## config.mk

```make
export PLATFORM = sky130hd
export DESIGN_NAME = shp_cell
export DESIGN_NICKNAME = d
export VERILOG_FILES = /design/src/rtl/shifted_hamming_prealign_filter_macros.svh /design/src/rtl/shp_pkg.sv /design/src/rtl/shp_cell.sv
export SDC_FILE = /design/constraint.sdc
export NUM_CORES = 1
export LEC_CHECK = 0
export ABC_AREA = 1
export BUFFER_PORTS_ARGS = -buffer_cell sky130_fd_sc_hd__buf_2
export CORE_MARGIN = 3
export CORE_UTILIZATION = 45
export CTS_CLUSTER_DIAMETER = 30
export DETAILED_ROUTE_END_ITERATION = 6
export PLACE_DENSITY_LB_ADDON = 0.25
export SLEW_MARGIN = 25
export SYNTH_ARGS = -nofsm -noshare
export SYNTH_HDL_FRONTEND = slang
export SYNTH_SLANG_ARGS = --single-unit
```

## constraint.sdc

```tcl
create_clock -name clk -period 2.5 [get_ports clk]
set_input_delay 0.375 -clock clk [delete_from_list [all_inputs] [get_ports clk]]
set_output_delay 0.375 -clock clk [all_outputs]
set_load 0.03 [all_outputs]
```

## src/rtl/shifted_hamming_prealign_filter_macros.svh

```systemverilog
// Assertion helpers for the prealignment filter. Both expect clk and arst_n in scope.
`ifndef SHIFTED_HAMMING_PREALIGN_FILTER_MACROS_SVH
`define SHIFTED_HAMMING_PREALIGN_FILTER_MACROS_SVH

// Consequent checked in the same cycle as the antecedent.
`define SHP_ASSERT_SAME(lbl, ante, cons, msg) \
	lbl: assert property (@(posedge clk) disable iff (!arst_n) (ante) |-> (cons)) \
		else $error(msg);

// Consequent checked in the cycle after the antecedent.
`define SHP_ASSERT_NEXT(lbl, ante, cons, msg) \
	lbl: assert property (@(posedge clk) disable iff (!arst_n) (ante) |=> (cons)) \
		else $error(msg);

`endif

```

## src/rtl/shp_pkg.sv

```systemverilog
package shp_pkg;

	localparam int MAX_LEN   = 128;
	localparam int MAX_SHIFT = 10;

	localparam int BASE_W  = 8;
	localparam int OUT_W   = 8;
	localparam int CFG_W   = 4;
	localparam int CNT_W   = $clog2(MAX_LEN + 1);
	localparam int IDX_W   = $clog2(MAX_LEN);
	localparam int SH_W    = $clog2(MAX_SHIFT + 2);

	localparam logic [CFG_W-1:0] CFG_RESET = CFG_W'(2);

	// Per-cycle command broadcast to every cell of the row.
	typedef struct packed {
		logic cp_up;    // shifted read := own read (shift 0)
		logic cp_dn;    // shifted read := left neighbor's read (shift -1)
		logic shl;      // shifted read moves one cell toward cell 0
		logic shr;      // shifted read moves one cell away from cell 0
		logic mask_en;  // capture the mismatch bit
		logic amend;    // amend captured mask and fold into the accumulator
		logic drain;    // accumulator bits move toward cell 0 for counting
	} cell_ctl_t;

	function automatic logic [SH_W-1:0] sat_shift(input logic [CFG_W-1:0] v);
		if (int'(v) > MAX_SHIFT) begin
			return SH_W'(MAX_SHIFT);
		end
		return SH_W'(v);
	endfunction

endpackage

```

## src/rtl/shp_cell.sv

```systemverilog
module shp_cell (
	input  logic                          clk,
	input  shp_pkg::cell_ctl_t            ctl,
	input  logic                          we,
	input  logic [shp_pkg::BASE_W-1:0]    read_in,
	input  logic [shp_pkg::BASE_W-1:0]    ref_in,
	input  logic                          in_rng,
	input  logic                          in_rng_l,
	input  logic                          amd_ok,
	input  logic [shp_pkg::BASE_W-1:0]    rd_l,
	input  logic [shp_pkg::BASE_W-1:0]    sh_l,
	input  logic                          sv_l,
	input  logic [shp_pkg::BASE_W-1:0]    sh_r,
	input  logic                          sv_r,
	input  logic                          m_l1,
	input  logic                          m_l2,
	input  logic                          m_r1,
	input  logic                          m_r2,
	input  logic                          acc_r,
	output logic [shp_pkg::BASE_W-1:0]    rd,
	output logic [shp_pkg::BASE_W-1:0]    sh,
	output logic                          sv,
	output logic                          m,
	output logic                          acc
);

	logic [shp_pkg::BASE_W-1:0] rd_q;
	logic [shp_pkg::BASE_W-1:0] rf_q;
	logic [shp_pkg::BASE_W-1:0] sh_q;
	logic                       sv_q;
	logic                       m_s1;
	logic                       acc_q;
	logic                       mask_d;
	logic                       am_d;

	assign mask_d = !sv_q || (sh_q != rf_q);

	// A zero in a short run (one or two zeros before a one) is filled, unless
	// three zeros in a row already end here, which marks the run as long.
	assign am_d = m_s1 || (amd_ok && ((m_r1 && !(!m_l1 && !m_l2)) || (!m_r1 && m_r2 && m_l1)));

	always_ff @(posedge clk) begin
		if (we) begin
			rd_q <= read_in;
			rf_q <= ref_in;
		end
		if (ctl.cp_up) begin
			sh_q <= rd_q;
			sv_q <= in_rng;
		end else if (ctl.cp_dn) begin
			sh_q <= rd_l;
			sv_q <= in_rng_l;
		end else if (ctl.shl) begin
			sh_q <= sh_r;
			sv_q <= sv_r;
		end else if (ctl.shr) begin
			sh_q <= sh_l;
			sv_q <= sv_l;
		end
		if (ctl.mask_en) begin
			m_s1 <= mask_d;
		end
		if (ctl.cp_up) begin
			acc_q <= in_rng;
		end else if (ctl.amend) begin
			acc_q <= acc_q && am_d;
		end else if (ctl.drain) begin
			acc_q <= acc_r;
		end
	end

	assign rd  = rd_q;
	assign sh  = sh_q;
	assign sv  = sv_q;
	assign m   = m_s1;
	assign acc = acc_q;

endmodule

```

==> results_dict.tcl <==
set metrics [dict create \
    die_height_um 59.7 \
    critPathTopFamily "flip-flops" \
    htree_levels 1 \
    r2r_slack_ps 1390 \
    cellPowerDensity_mw_per_mm2 559 \
    hp-start "ref_in[6]" \
    slowest_stage "edfxtp_1" \
    ys_types 20 \
    setup_viol 0 \
    critPathArrivalTime_ps 950 \
    rsz0062_at_grt "no" \
    dp_hpwl_um 2510 \
    firstDrtPassIters 4 \
    clk_latency_ps 310 \
    worst_setup_path_end_kind "output port" \
    routedWlPerCell_um 13.0 \
    hold_buffers 0 \
    ys_seq_area_share_pct 62.4 \
    path_max_fanout 2 \
    clk_pin_slew_ps 140 \
    synth-edff-count 27 \
    cpPeakStageDelay_ps 440 \
    worstPathRequired_ps 2120 \
    whs_path_depth 1 \
    first_iter_violations 45 \
    post-cts-setup-buffers 0 \
    synth_largest_area_cell "edfxtp_1" \
    cts_buffer_depth 2 \
    regArea_um2 811 \
    nets 263 \
    diodes 0 \
    reg2reg_to "m" \
    grt_use_total_pct 18.3 \
    final_cells 233 \
    drcViolationCount 0 \
    cts.sinks 27 \
    cp-start-kind "flip-flop" \
    synth_area_mm2 0.00130 \
    timing.final.crit_share_pct 53.0 \
    cts_root_buffer "clkbuf_4" \
    place_inst 229 \
    num_vias 1146 \
    synth.ff_latch_count 27 \
    postLayoutCellArea_mm2 0.00172 \
    synth.avg_cell_area_um2 10.4 \
    grt_overflow 0 \
    finalSetupTns_ps 0 \
    routed_wl_um 3020 \
    cp_cell_sequence "buf_2" \
    gp_congestion 0.771 \
    areaGrowthSynthToFinish_pct 32.7 \
    synthFlopType "edfxtp_1" \
    period_needed_ps 1330 \
    fp.dieW_um 59.7 \
    numCtsBuffers 3 \
    synth_nets 184 \
    yosys_warnings 0 \
    nFillCells 233 \
    drive_above_1_share_pct 41.4 \
    ios 78 \
    antenna_left 0 \
    synth-async-reset-ratio_pct 0 \
    grt_max_degree 17 \
    path_class "reg -> out" \
    portBuffers 77 \
    yosysTopAreaCellShare_pct 62.4 \
    vdd_drop_max_v 0.000410 \
    grt_first_pass_wirelength_um 4910 \
    via_per_inst 4.92 \
    cts-resized-gates 0 \
    total_power_w 0.000963 \
    grt_pass1_vias 1153 \
    fin_worst_skew_ps 5.29 \
    grt_antenna_before_repair 0 \
    worstHoldEndpoint "rf_q[6]" \
    place_area_mm2 0.00170 \
    num_rows 18 \
    slew_headroom_pct 73.2 \
    start_util_pct 49.7 \
    max_clock_freq_mhz 755 \
    synth_top_cells_by_count "edfxtp_1 (27), nand2_1 (22), a21oi_1 (17)" \
    drv_slew 0 \
    status "finished clean" \
    hold_violations 0 \
    crit_buf_inv 1 \
    rr_worst_depth 6 \
    hold_path_class "in -> reg" \
    die-area_mm2 0.00357 \
    reg2reg_from "sh[4]" \
    tightest_slew_ps 400 \
    yosysMostFrequentCell "edfxtp_1" \
    cts_tree "built" \
    core_mm2 0.00261 \
    p_leak_nw 0.818 \
    multiInputGateArea_um2 409 \
    synth.area.top_cells "edfxtp_1 (62%), a21oi_1 (6.6%), nand2_1 (6.4%)" \
    cp.depth 1 \
    max_cap_violations 0 \
    syn_inst 125 \
]
==> cell usage in the layout (no fill, tap or decap), drive strengths merged <==
cell    synthesis  final
a21oi          17     17
a31oi           1      1
and3            1      1
buf             2     77
clkbuf          1      3
clkinv          0      1
edfxtp         27     27
inv            14     14
nand2          22     22
nand3           2      2
nor2           14     14
o211ai          9      9
o21ai           3      3
o21bai          1      1
or2             8      8
xnor2           2      2
xor2            1      1
==> cell families after synthesis <==
family          count (synthesis)  synth area share [%]
buf+inv                        17                  6.07
flops                          27                  62.4
compound gates                 31                  14.0
simple gates                   47                  15.5
xor+xnor                        3                  2.02
==> sequential cells by signal, indices dropped and copies added, names as in the netlist <==
register  cells
rd            8
rf_q          8
sv            1
m             1
sh            8
acc           1
==> report_power, final <==
group / switching, W / internal, W / total [W] / leakage [nW]
sequential: 0.0000222 / 0.000545 / 0.000567 / 0.268
combinational: 0.000133 / 0.0000844 / 0.000217 / 0.532
clock: 0.000120 / 0.0000598 / 0.000180 / 0.0177
==> through the flow <==
stage                     utilization (%)  hold slack [ps]  worst slack, ps
after floorplan                         -              474             1300
after global placement               64.9              552             1030
after detailed placement             64.9              554              960
after CTS                            65.9              208             1160
after global routing                 65.9              198             1120
final                                65.9              222             1170
==> final cells by class <==
| class | instances | area share [%] |
|---|---|---|
| Clock buffer | 3 | 1.31 |
| Sequential cell | 27 | 47.1 |
| Clock inverter | 1 | 0.290 |
| Tap cell | 30 | 2.18 |
| Multi-Input combinational cell | 81 | 23.7 |
| Inverter | 14 | 3.05 |
| Timing Repair Buffer | 77 | 22.4 |
==> per-layer routing <==
metal | track usage [%] | vias to the layer above | part of all wire (%)
li1 | - | 587 | -
met1 | 23.4 | 502 | 42
met3 | 3.46 | 2 | 9.0
met5 | 0 | - | 0
met4 | 6.65 | 0 | 0.63
met2 | 30.7 | 55 | 48
==> worst reg2reg max path, cell delays in order, from the launching register on <==
cell,delay [ps]
edfxtp_1,430
nand2_1,90
nand2_1,40
nor2_1,110
nand2_1,70
nor2_1,80
nand2_1,60
==> how the worst max path moves through the flow <==
stage | slack (ps) | startpoint | endpoint
6_report | 1170 | rd[6] | rd[6]
5_1_grt | 1120 | sh[7] | sh[7]
4_1_cts | 1160 | sh[7] | sh[7]
3_5_place_dp | 960 | ctl[6] | sh[4]
3_3_place_gp | 1030 | ctl[6] | sh[4]
2_1_floorplan | 1300 | sh[4] | m
Note: power is estimated with default switching activity, not from simulation.
